## src/design/vwbp_pkg.sv

```systemverilog
// Shared types and constants for the variable-width bit packer.
// Holds the request, response and internal task structs and the back-end state type.
// Has no dependencies.
package vwbp_pkg;

   localparam int WORD_BITS  = 8;
   localparam int VALUE_BITS = 32;
   localparam int CNT_BITS   = 6;
   localparam int LEN_BITS   = $clog2(VALUE_BITS + 1);
   localparam int FREE_BITS  = $clog2(WORD_BITS + 1);

   typedef struct packed {
      logic [VALUE_BITS-1:0] value;
      logic [CNT_BITS-1:0]   bit_count;
      logic                  last;
   } req_type;

   typedef struct packed {
      logic [WORD_BITS-1:0] word;
      logic                 last_word;
   } rsp_type;

   typedef struct packed {
      logic [VALUE_BITS-1:0] bits;
      logic [LEN_BITS-1:0]   len;
      logic                  last;
   } task_type;

   typedef struct packed {
      logic full;
      logic empty;
   } queue_status_type;

   typedef enum logic {
      BK_IDLE,
      BK_PACK
   } back_state_type;

endpackage

```

## src/design/vwbp_front.sv

```systemverilog
// Front end of the bit packer: accepts requests, clamps the bit count and
// left-aligns the significant bits for the back end. Depends on vwbp_pkg.
module vwbp_front (
   input  logic                      req_push,
   output logic                      req_full,
   input  vwbp_pkg::req_type         req_item,
   input  vwbp_pkg::queue_status_type q_status,
   output logic                      q_push,
   output vwbp_pkg::task_type        q_data
);
   import vwbp_pkg::*;

   logic [LEN_BITS-1:0] len;

   always_comb begin
      if (req_item.bit_count > CNT_BITS'(VALUE_BITS)) begin
         len = LEN_BITS'(VALUE_BITS);
      end else begin
         len = LEN_BITS'(req_item.bit_count);
      end
   end

   assign req_full    = q_status.full;
   assign q_push      = req_push && !q_status.full;
   assign q_data.bits = req_item.value << (LEN_BITS'(VALUE_BITS) - len);
   assign q_data.len  = len;
   assign q_data.last = req_item.last;

endmodule

```

## src/design/vwbp_queue.sv

```systemverilog
// Short register queue of packing tasks between the front and back ends.
// Depends on vwbp_pkg.
module vwbp_queue #(
   parameter int DEPTH = 2
) (
   input  logic                       clock,
   input  logic                       reset,
   input  logic                       q_push,
   input  vwbp_pkg::task_type         q_wdata,
   input  logic                       q_pop,
   output vwbp_pkg::task_type         q_rdata,
   output vwbp_pkg::queue_status_type q_status
);
   import vwbp_pkg::*;

   localparam int PTR_W = (DEPTH > 1) ? $clog2(DEPTH) : 1;
   localparam int CNT_W = $clog2(DEPTH + 1);

   task_type           slot_ff [DEPTH];
   logic [PTR_W-1:0]   wr_ptr_ff, wr_ptr_in;
   logic [PTR_W-1:0]   rd_ptr_ff, rd_ptr_in;
   logic [CNT_W-1:0]   count_ff, count_in;

   always_comb begin
      wr_ptr_in = wr_ptr_ff;
      rd_ptr_in = rd_ptr_ff;
      count_in  = count_ff;
      if (q_push) begin
         wr_ptr_in = (wr_ptr_ff == PTR_W'(DEPTH - 1)) ? '0 : wr_ptr_ff + 1'b1;
      end
      if (q_pop) begin
         rd_ptr_in = (rd_ptr_ff == PTR_W'(DEPTH - 1)) ? '0 : rd_ptr_ff + 1'b1;
      end
      if (q_push && !q_pop) begin
         count_in = count_ff + 1'b1;
      end else if (q_pop && !q_push) begin
         count_in = count_ff - 1'b1;
      end
   end

   always_ff @(posedge clock) begin
      if (reset) begin
         wr_ptr_ff <= '0;
         rd_ptr_ff <= '0;
         count_ff  <= '0;
      end else begin
         wr_ptr_ff <= wr_ptr_in;
         rd_ptr_ff <= rd_ptr_in;
         count_ff  <= count_in;
      end
   end

   always_ff @(posedge clock) begin
      if (q_push) begin
         slot_ff[wr_ptr_ff] <= q_wdata;
      end
   end

   assign q_rdata        = slot_ff[rd_ptr_ff];
   assign q_status.full  = (count_ff == CNT_W'(DEPTH));
   assign q_status.empty = (count_ff == '0);

   a_count_bound: assert property (@(posedge clock) disable iff (reset)
      count_ff <= CNT_W'(DEPTH))
      else $error("queue count above depth");

   a_no_underflow: assert property (@(posedge clock) disable iff (reset)
      q_pop |-> !q_status.empty)
      else $error("pop from empty queue");

   a_no_overflow: assert property (@(posedge clock) disable iff (reset)
      q_push |-> (!q_status.full || q_pop))
      else $error("push into full queue");

endmodule

```

## src/design/vwbp_back.sv

```systemverilog
// Back end of the bit packer: moves aligned bits into the current word one chunk per cycle
// (stalled when a finished word finds the output register full) and holds finished words there. Depends on vwbp_pkg.
module vwbp_back (
   input  logic                       clock,
   input  logic                       reset,
   input  vwbp_pkg::task_type         q_data,
   input  vwbp_pkg::queue_status_type q_status,
   output logic                       q_pop,
   output logic                       rsp_empty,
   input  logic                       rsp_pop,
   output vwbp_pkg::rsp_type          rsp_item
);
   import vwbp_pkg::*;

   back_state_type         state_ff, state_in;
   logic [WORD_BITS-1:0]   partial_ff, partial_in;
   logic [FREE_BITS-1:0]   free_ff, free_in;
   logic [VALUE_BITS-1:0]  bits_ff, bits_in;
   logic [LEN_BITS-1:0]    len_ff, len_in;
   logic                   last_ff, last_in;
   logic                   out_valid_ff, out_valid_in;
   rsp_type                out_data_ff, out_data_in;

   logic                   out_ok;
   logic [LEN_BITS-1:0]    take;
   logic [LEN_BITS-1:0]    len_next;
   logic [FREE_BITS-1:0]   free_next;
   logic [WORD_BITS-1:0]   top;
   logic [WORD_BITS-1:0]   word_next;
   logic                   word_full;
   logic                   item_done;
   logic                   flush;
   logic                   emit;

   always_comb begin
      state_in     = state_ff;
      partial_in   = partial_ff;
      free_in      = free_ff;
      bits_in      = bits_ff;
      len_in       = len_ff;
      last_in      = last_ff;
      out_valid_in = out_valid_ff && !rsp_pop;
      out_data_in  = out_data_ff;
      q_pop        = 1'b0;

      out_ok    = !out_valid_ff || rsp_pop;
      take      = (len_ff < LEN_BITS'(free_ff)) ? len_ff : LEN_BITS'(free_ff);
      free_next = free_ff - FREE_BITS'(take);
      len_next  = len_ff - take;
      top       = bits_ff[VALUE_BITS-1 -: WORD_BITS];
      word_next = partial_ff | (top >> (FREE_BITS'(WORD_BITS) - free_ff));
      word_full = (free_next == '0);
      item_done = (len_next == '0);
      flush     = last_ff && item_done && !word_full
                  && (free_next != FREE_BITS'(WORD_BITS));
      emit      = word_full || flush;

      case (state_ff)
         BK_IDLE: begin
            if (!q_status.empty) begin
               q_pop    = 1'b1;
               bits_in  = q_data.bits;
               len_in   = q_data.len;
               last_in  = q_data.last;
               state_in = BK_PACK;
            end
         end
         BK_PACK: begin
            if (out_ok || !emit) begin
               bits_in    = bits_ff << take;
               len_in     = len_next;
               partial_in = word_next;
               free_in    = free_next;
               if (emit) begin
                  out_valid_in          = 1'b1;
                  out_data_in.word      = word_next;
                  out_data_in.last_word = last_ff && item_done;
                  partial_in            = '0;
                  free_in               = FREE_BITS'(WORD_BITS);
               end
               if (item_done) begin
                  state_in = BK_IDLE;
               end
            end
         end
         default: begin
            state_in = BK_IDLE;
         end
      endcase
   end

   always_ff @(posedge clock) begin
      if (reset) begin
         state_ff     <= BK_IDLE;
         partial_ff   <= '0;
         free_ff      <= FREE_BITS'(WORD_BITS);
         out_valid_ff <= 1'b0;
      end else begin
         state_ff     <= state_in;
         partial_ff   <= partial_in;
         free_ff      <= free_in;
         out_valid_ff <= out_valid_in;
      end
   end

   always_ff @(posedge clock) begin
      bits_ff     <= bits_in;
      len_ff      <= len_in;
      last_ff     <= last_in;
      out_data_ff <= out_data_in;
   end

   assign rsp_empty = !out_valid_ff;
   assign rsp_item  = out_data_ff;

   a_free_range: assert property (@(posedge clock) disable iff (reset)
      free_ff != '0 && free_ff <= FREE_BITS'(WORD_BITS))
      else $error("free bit count out of range");

   a_pop_in_idle: assert property (@(posedge clock) disable iff (reset)
      q_pop |-> (state_ff == BK_IDLE && !q_status.empty))
      else $error("task taken outside idle");

   a_last_clears: assert property (@(posedge clock) disable iff (reset)
      (state_ff == BK_PACK && item_done && last_ff && (out_ok || !emit))
      |=> (free_ff == FREE_BITS'(WORD_BITS) && partial_ff == '0))
      else $error("word not empty after final item");

   a_word_from_pack: assert property (@(posedge clock) disable iff (reset)
      $rose(out_valid_ff) |-> $past(state_ff == BK_PACK))
      else $error("word emitted outside packing");

endmodule

```

## src/design/variable_width_bit_packer_core.sv

```systemverilog
// Variable-width bit packer, MSB first, 8-bit output words.
// A request's first word passes the task queue, the back end's load step and its packing step
// into the output register on the rsp ports. The back end loads a request only when idle, then
// packs one chunk per cycle (the bits that land in one word), stalling on a full output register.
// Reset: synchronous; empties the task queue and output register, starts an empty word.
// Depends on vwbp_pkg, vwbp_front, vwbp_queue and vwbp_back.
module variable_width_bit_packer_core #(
   parameter int QUEUE_DEPTH = 2
) (
   input  logic              clock,
   input  logic              reset,
   input  logic              req_push,
   output logic              req_full,
   input  vwbp_pkg::req_type req_item,
   output logic              rsp_empty,
   input  logic              rsp_pop,
   output vwbp_pkg::rsp_type rsp_item
);
   import vwbp_pkg::*;

   queue_status_type q_status;
   task_type         q_wdata;
   task_type         q_rdata;
   logic             q_push;
   logic             q_pop;

   vwbp_front u_front (
      .req_push (req_push),
      .req_full (req_full),
      .req_item (req_item),
      .q_status (q_status),
      .q_push   (q_push),
      .q_data   (q_wdata)
   );

   vwbp_queue #(
      .DEPTH (QUEUE_DEPTH)
   ) u_queue (
      .clock    (clock),
      .reset    (reset),
      .q_push   (q_push),
      .q_wdata  (q_wdata),
      .q_pop    (q_pop),
      .q_rdata  (q_rdata),
      .q_status (q_status)
   );

   vwbp_back u_back (
      .clock     (clock),
      .reset     (reset),
      .q_data    (q_rdata),
      .q_status  (q_status),
      .q_pop     (q_pop),
      .rsp_empty (rsp_empty),
      .rsp_pop   (rsp_pop),
      .rsp_item  (rsp_item)
   );

endmodule

```

## config.mk

```make
export PLATFORM = sky130hd
export DESIGN_NAME = variable_width_bit_packer_core
export DESIGN_NICKNAME = d
export VERILOG_FILES = /design/src/design/vwbp_pkg.sv /design/src/design/vwbp_front.sv /design/src/design/vwbp_queue.sv /design/src/design/vwbp_back.sv /design/src/design/variable_width_bit_packer_core.sv
export SDC_FILE = /design/constraint.sdc
export NUM_CORES = 1
export LEC_CHECK = 0
export ABC_AREA = 1
export ABC_CLOCK_PERIOD_IN_PS = 8900
export BUFFER_PORTS_ARGS = -buffer_cell sky130_fd_sc_hd__buf_2
export CORE_UTILIZATION = 67
export CTS_CLUSTER_DIAMETER = 50
export DETAILED_ROUTE_END_ITERATION = 16
export GPL_ROUTABILITY_DRIVEN = 0
export MAX_ROUTING_LAYER = met4
export PLACE_DENSITY_LB_ADDON = 0.25
export SYNTH_ARGS = -nofsm -noshare
export SYNTH_HDL_FRONTEND = slang
export SYNTH_SLANG_ARGS = --single-unit
```

## constraint.sdc

```tcl
create_clock -name clock -period 8.9 [get_ports clock]
set_input_delay 2.225 -clock clock [delete_from_list [all_inputs] [get_ports clock]]
set_output_delay 2.225 -clock clock [all_outputs]
set_load 0.005 [all_outputs]
```

Word-level counts from Yosys, hierarchy flattened
Memory sizes are Yosys's and may differ from the RTL's. A register that Yosys moved wholly into a read port is not among the register bits.
Index checks and enable logic that the tools add are counted.
- output and inout port bits: 11
- word-level logic and storage cells: 84
- memories kept: 1
- memory bits (writable): 78
- input port bits: 43
- flip-flop bits (word level): 66
- memories (memory ; words ; bits a word ; rd ports ; clocked after memory_dff ; wr ports ; line ; RTL):
    u_queue.slot_ff ; 2 ; 39 ; 1 ; 1 ; 1 ; vwbp_queue.sv:19 ; task_type slot_ff [DEPTH];
- reductions and logical operators: 25
- magnitude comparators: 2
- mux-type cells: 26
- bitwise operators: 3
- add/sub/neg operators: 8
- equality and inequality tests: 4
- shift-type cells: 3
- operators with widths (cell ; number):
    $mux W32 ; 2
    $pmux W32 S2 ; 1
    $shl A32 B6 Y32 ; 2
    $mux W6 ; 4
    $mux W1 ; 13
    $pmux W6 S2 ; 1
    $mux W8 ; 1
    $or A8 B8 Y8 ; 1
    $shr A8 B4 Y8 ; 1
    $logic_and A1 B1 Y1 ; 7
    $logic_not A1 Y1 ; 7
    $gt A6 B6 Y1 const B ; 1
    $logic_not A6 Y1 ; 1
    $lt A6 B4 Y1 ; 1
    $reduce_and A2 Y1 ; 3
    $sub A6 B6 Y6 ; 1
    $sub A6 B6 Y6 const A ; 1
    $logic_not A4 Y1 ; 1
    $mux W2 ; 2
    $mux W4 ; 1
    $ne A2 B2 Y1 const B ; 2
    $ne A4 B4 Y1 const B ; 1
    $sub A4 B4 Y4 ; 1
    $sub A4 B4 Y4 const A ; 1
    other kinds (10) ; 14

Depth between registers and ports, before layout
Gate-level depths: netlist of run 1.
- depth in word-level cells: 12
- mapped depth: 27
- mapped depth without buffers: 25

Modules after synthesis
A second synthesis of run 1 with hierarchy kept.
- cell total of the unflattened synthesis: 1166
- area total of the unflattened synthesis: 9385.3 sq um
- modules (own cells, without submodules) (module ; cells each ; times used ; seq. area each (sq um) ; area each (sq um)):
    vwbp_back ; 619 ; 1 ; 1721.7 ; 4393.0
    vwbp_queue ; 154 ; 1 ; 2442.3 ; 3086.7
    vwbp_front ; 393 ; 1 ; 0.0 ; 1905.6

Least setup slack after synthesis of run 1
Ideal clock, no wire load.
- path type: input port to flip-flop
- start: in req_item[1] in the netlist's numbering
- end: mem u_queue.slot_ff[0][38] in the netlist's numbering, data pin
- stages on the path: 17
- arrival: 4.608 ns
- library setup time: 0.275 ns
- required time: 8.625 ns
- path buffers: 4
- slack: 4.018 ns
- cell sequence: nor2_1 nand2_1 nor2_1 nand2_1 nand2_1 nand2_1 buf_2 buf_2 ha_1 clkinv_1 clkbuf_1 clkbuf_1 a311oi_1 o21ai_0 o21ai_0 nand2_1 o21ai_0
- RTL lines (what ; line ; RTL):
    from (decl) ; variable_width_bit_packer_core.sv:14 ; input vwbp_pkg::req_type req_item,
    to (decl) ; vwbp_queue.sv:19 ;

==> impl_metrics.csv, run 1 <==
group,metric,value,unit
sta,finalMaxSlewViolations,0,
sta,setup_tns,0,ps
synth,async_reset_ff_frac,0,
clock_network,cts_setup_buffers,0,
synth,syn-cell-area,0.00900,mm2
floorplan,dieHeight,118,um
sta,rsz0062_at_grt,"no",
clock_network,hold_buffers,0,
layout,areaGrowthSynthToFinish,9.26,%
sta,max_freq,159,MHz
run_status,run_status,"finished, final reports clean",
setup_path,path_max_fanout,40,
synth,avgSynthCellArea,7.82,um2
placed_design,dp_cells,1314,
pwr,irDropWorstVdd,0.233,mV
synth,ys_warn_count,0,
route,firstDrtPassIters,6,
global_route,groute.usage.overall,0.345,
floorplan,core,0.0129,mm2
global_route,grt.busiest_layer,"met2",
clock_network,clock_tree.root_cell,"clkbuf_16",
route,vias,8293,
hold_path,hp-class,"flop to flop",
setup_path,crit_chain,"buf_2 > nor2_1 > nand2_1 > nor2_1 > nand2_1 > nand2_1 > nand2_1 > ha_1 > clkinv_1 > o21ai_0 > o21ai_0 > inv_1 > nand2_1 > o21ai_0 > o22ai_1",
clock_network,clock_latency,430,ps
global_route,use_met1,0.452,
floorplan,die_area,0.0139,mm2
setup_path,cp-end-kind,"flop",
pwr,pwr_density_cell,454,mW/mm2
setup_path,slowest_delay,990,ps
synth,yosys_register_bits,145,
sta,final.min_clock_period,6310,ps
global_route,grt_pass1_vias,7449,
route,antenna_left,0,
synth,synth_top_flop_cell,"edfxtp_1",
sta,setup_viol_count_final,0,
synth,synth-edff-count,126,
flow_run,maxCapViolations,0,
clock_network,clk_path_buf_depth,2,
route,drc,0,
clock_network,cts_num_sinks,145,
setup_path,cp.required,9000,ps
placed_design,port_buffers,53,
floorplan,die_w,118,um
clock_network,ctsResizeCount,0,
synth,postSynthCellCount,1150,
setup_path,arrival,6410,ps
synth,ys_types,51,
route,drtIter0Drc,1188,
synth,syn-num-nets,1203,
global_route,grt_antenna_before_repair,1,
layout,finalNonFillerCells,1347,
sta,hold_viol,0,
sta,period_share,0.709,
global_route,grt-ovfl-total,0,
setup_path,cp_slowest_cell,"ha_1",
pwr,leakage,4.09,nW
synth,ys_seq_area_frac,0.463,
global_route,gr-usage-met3,0.0746,
global_route,grt_pass1_wl,36.7,mm
clock_network,cts_tree,"built",
layout,final_common_cell,"nand2_1",
floorplan,num_rows,41,
route,wl,22.6,mm
sta,skew,7.68,ps
route,viasPerCell,6.16,
sta,tightestPinTransition,1160,ps
floorplan,io_pins,54,
layout,final_nets,1214,
floorplan,start_util,0.699,
global_route,grt_util_met2,0.514,
layout,drive_gt1_frac,0.118,
route,wl_per_cell,16.7,um
layout,final_cell_mix,"nand2_1, o21ai_0, edfxtp_1",
clock_network,h-tree-depth,4,
setup_path,critical_path_class,"input pin to flop",
clock_network,cts_buffers,17,
setup_path,crit_top_cell,"nand2_1",
placed_design,dp_hpwl,15.3,mm
setup_path,cp-start-kind,"input pin",
sta,slew_headroom,0.222,
clock_network,clk_pin_slew_worst_paths,60,ps
global_route,grt_max_degree,58,
[report_power, final]
part | switching (mW) | internal [mW]
sequential | 0.113 | 1.10
clock | 0.283 | 0.440
combinational | 1.76 | 0.770
total | 2.16 | 2.31
[routing by layer]
metal	wire (um)	part of all wire
met4	732	0.032
met5	0	0
met2	10300	0.46
met3	2290	0.10
met1	9250	0.41
[per-stage QoR]
step / power, mW / hold slack (ps) / area (um2) / worst slack [ps] / utilization
after floorplan: 3.07 / 426 / 9000 / 4020 / -
after global placement: 3.57 / 434 / 9230 / 2420 / 0.717
after detailed placement: 3.63 / 445 / 9230 / 2260 / 0.717
after CTS: 4.38 / 453 / 9830 / 2690 / 0.763
after global routing: 4.76 / 462 / 9830 / 1990 / 0.763
final: 4.46 / 451 / 9830 / 2590 / 0.763
[cells by family (layout without fill, tap and decap cells)]
| logic type | Yosys count | count (layout) | share of synthesized area |
|---|---|---|---|
| compound gates | 319 | 319 | 0.202 |
| xor+xnor | 7 | 7 | 0.00681 |
| fa+ha+maj | 10 | 10 | 0.0139 |
| buf+inv | 171 | 195 | 0.0784 |
| flops | 145 | 145 | 0.463 |
| mux | 14 | 14 | 0.0156 |
| other cells | 0 | 1 | 0 |
| simple gates | 484 | 484 | 0.221 |
[cell type report]
| cell class | count | area (um2) |
|---|---|---|
| flip-flops and latches | 145 | 4160 |
| multi-input cells | 834 | 4150 |
| fillers | 948 | 3050 |
| clock buffers | 19 | 433 |
| inverters | 102 | 383 |
| repair buffers | 61 | 325 |
| well taps | 172 | 215 |
| clock inverters | 13 | 161 |
| diodes | 1 | 2.50 |
[flip-flops by register name, summed over array words and instances, names as in the netlist, named ones only]
register             cells
u_back.len_ff            6
u_back.out_valid_ff      1
u_back.partial_ff        8
u_queue.slot_ff         78
u_back.free_ff           4
u_back.state_ff          1
u_back.last_ff           1
u_queue.wr_ptr_ff        1
u_back.rsp_item          9
u_queue.count_ff         2
u_back.bits_ff          32
u_queue.rd_ptr_ff        1
[synth_stat cells, drive strengths merged (2+ instances only)]
cell type | count | area share
xor2 | 5 | 0.0049
or2 | 4 | 0.0028
a211oi | 2 | 0.0017
clkinv | 2 | 0.00083
nor2 | 105 | 0.045
nand3 | 46 | 0.030
o21a | 2 | 0.0017
dfxtp | 19 | 0.042
o211ai | 16 | 0.013
nand2 | 325 | 0.14
o32ai | 8 | 0.0078
o22ai | 19 | 0.013
clkbuf | 37 | 0.015
o31ai | 4 | 0.0033
buf | 32 | 0.020
edfxtp | 126 | 0.42
o21bai | 4 | 0.0033
o2111ai | 2 | 0.0019
mux2i | 14 | 0.016
xnor2 | 2 | 0.0019
a22oi | 5 | 0.0042
a31oi | 9 | 0.0063
inv | 100 | 0.042
a31o | 2 | 0.0019
nor3 | 2 | 0.0011
ha | 10 | 0.014
a21o | 4 | 0.0033
a21oi | 28 | 0.017
o21ai | 209 | 0.12
[path summary, 6_finish.rpt]
check,start,endpoint,slack [ps],depth (start not counted)
setup / recovery,req_item[1],u_queue.slot_ff[0][35],2590,15
hold / removal,u_queue.rd_ptr_ff,flop,450,1
setup reg to reg,u_back.free_ff[3],u_back.rsp_item[2],4190,20
hold reg to reg,u_queue.rd_ptr_ff,flop,450,1
[critical path, delay by kind of cell]
family                   cells  cell delay, ps
adder cells (fa/ha/maj)      1             990
AO/OA/AOI/OAI                4             930
buffers and inverters        3            1090
AND/OR/NAND/NOR              7            1150
(Power assumes the default switching activity.)
==> inputs of run 2 (changes only) <==
--- a/config.mk
+++ b/config.mk
@@ -6,9 +6,9 @@
 export NUM_CORES = 1
 export LEC_CHECK = 0
 export ABC_AREA = 1
-export ABC_CLOCK_PERIOD_IN_PS = 8900
+export ABC_CLOCK_PERIOD_IN_PS = 5100
 export BUFFER_PORTS_ARGS = -buffer_cell sky130_fd_sc_hd__buf_2
-export CORE_UTILIZATION = 67
+export CORE_UTILIZATION = 56
 export CTS_CLUSTER_DIAMETER = 50
 export DETAILED_ROUTE_END_ITERATION = 16
 export GPL_ROUTABILITY_DRIVEN = 0
==> constraint.sdc (replaced) <==
create_clock -name clock -period 5.1 [get_ports clock]
set_input_delay 1.275 -clock clock [delete_from_list [all_inputs] [get_ports clock]]
set_output_delay 1.275 -clock clock [all_outputs]
set_load 0.005 [all_outputs]
==> impl_metrics.csv, run 2 (synthesis gave the netlist of run 1 again) <==
group,metric,value,unit
layout,seq_area,0.00416,mm2
setup_path,cp-end-kind,"flop",
clock_network,cts_tree,"built",
hold_path,hold_depth,1,
sta,rsz0062_at_grt,"no",
clock_network,clk_path_buf_depth,2,
clock_network,hold_buffers,0,
floorplan,core,0.0154,mm2
sta,final.min_clock_period,4020,ps
floorplan,num_rows,45,
sta,setup_tns,0,ps
setup_path,cp-start-kind,"flop",
pwr,irDropWorstVdd,0.485,mV
global_route,grt_max_degree,60,
sta,max_freq,249,MHz
global_route,grt_pass1_vias,7470,
layout,final_util,0.643,
clock_network,h-tree-depth,4,
setup_path,r2r_cells,22,
flow_run,maxCapViolations,0,
clock_network,clk_pin_slew_worst_paths,60,ps
layout,final_common_cell,"nand2_1",
clock_network,cts_setup_buffers,0,
layout,drive_gt1_frac,0.127,
floorplan,io_pins,54,
layout,insertedDiodeCount,0,
hold_path,whs_endpoint,"u_queue.rd_ptr_ff",
route,firstDrtPassIters,6,
hold_path,worstHoldStart,"u_queue.rd_ptr_ff",
route,drc,0,
pwr,pwr_density_cell,777,mW/mm2
pwr,leakage,4.14,nW
route,drtIter0Drc,715,
clock_network,clock_tree.root_cell,"clkbuf_16",
global_route,grt_antenna_before_repair,0,
clock_network,ctsResizeCount,0,
floorplan,dieHeight,129,um
route,wl_per_cell,15.9,um
clock_network,clock_latency,440,ps
placed_design,placed_area,0.00936,mm2
placed_design,dp_cells,1363,
floorplan,die_area,0.0166,mm2
sta,hold_viol,0,
sta,slew_headroom,0.272,
global_route,grt-ovfl-total,0,
setup_path,r2r_setup_slack,1080,ps
layout,multi_input_area,0.00415,mm2
layout,final_nets,1224,
setup_path,critical_path_class,"flop to flop",
sta,tightestPinTransition,1090,ps
route,wl,22.1,mm
route,vias,7999,
pwr,power,7.71,mW
floorplan,start_util,0.583,
global_route,grt_pass1_wl,36.1,mm
sta,skew,9.53,ps
setup_path,cp.required,5180,ps
route,viasPerCell,5.73,
floorplan,die_w,129,um
hold_path,hp-class,"flop to flop",
setup_path,path_max_fanout,36,
sta,finalMaxSlewViolations,0,
setup_path,timing.rr.start,"u_back.free_ff[2]",
clock_network,cts_buffers,17,
layout,finalNonFillerCells,1395,
route,antenna_left,0,
sta,setup_viol_count_final,0,
layout,final_cell_mix,"nand2_1, o21ai_0, edfxtp_1",
layout,top_register,"u_queue.slot_ff",
layout,n_fill_cell,1360,
placed_design,port_buffers,53,
placed_design,dp_hpwl,15.8,mm
layout,areaGrowthSynthToFinish,10.3,%
sta,period_share,0.788,
clock_network,cts_num_sinks,145,
layout,largest_reg_flops,78,
global_route,groute.usage.overall,0.293,
run_status,run_status,"finished, final reports clean",
setup_path,r2r-end,"u_back.bits_ff[1]",
layout,final_area,0.00993,mm2
setup_path,arrival,4090,ps
==> run 2: area by class of cell <==
| cell class | instances | share of cell area |
|---|---|---|
| Sequential cell | 145 | 0.419 |
| Multi-Input combinational cell | 834 | 0.418 |
| Clock buffer | 17 | 0.0429 |
| Timing Repair Buffer | 71 | 0.0403 |
| Inverter | 102 | 0.0386 |
| Tap cell | 211 | 0.0266 |
| Clock inverter | 15 | 0.0145 |
==> run 2: worst max-delay path, stage by stage (launching register included) <==
cell	delay, ps
dfxtp_1	470
inv_1	180
ha_1	310
nand2_1	50
nor2_1	120
nand2_2	80
nand2_4	180
nand2_2	90
o21ai_4	90
buf_4	330
ha_1	210
inv_1	60
ha_1	190
inv_1	50
nand2_1	60
xnor2_1	240
nor2_2	70
nand2_1	100
nand2_4	70
nand3_2	90
nand2_4	80
nand2_1	80
buf_4	440
==> run 2: power by group <==
part           leakage [nW]  internal (mW)  switching [mW]  total [mW]
clock                 0.283          0.685           0.532        1.22
combinational          2.49           1.37            3.01        4.37
sequential             1.37           1.91           0.205        2.12
==> run 2: metal layers <==
metal  global-route usage  vias to the layer above  wire length [um]
met5                    -                        -                 0
met4                0.133                        0               685
met3               0.0474                       54              1340
met2                0.488                      330             10900
met1                0.349                     3638              9250
li1                     -                     3977                 -
==> run 2: metrics by stage <==
| stage | hold WS, ps | worst slack (ps) |
|---|---|---|
| after CTS | 460 | 1110 |
| after global placement | 438 | 1150 |
| final | 457 | 1080 |
| after floorplan | 426 | 1020 |
| after detailed placement | 448 | 1120 |
| after global routing | 471 | 750 |
==> run 2: worst max-delay path by stage <==
stage / from / endpoint / cells past startpoint
6_report: u_back.free_ff[2] / u_back.bits_ff[1] / 22
5_1_grt: u_back.free_ff[2] / u_back.bits_ff[1] / 23
4_1_cts: u_back.free_ff[2] / u_back.bits_ff[27] / 22
3_5_place_dp: req_item[1] / u_queue.slot_ff[1][38] / 17
3_3_place_gp: req_item[1] / u_queue.slot_ff[1][38] / 17
2_1_floorplan: u_back.free_ff[3] / u_back.bits_ff[0] / 23
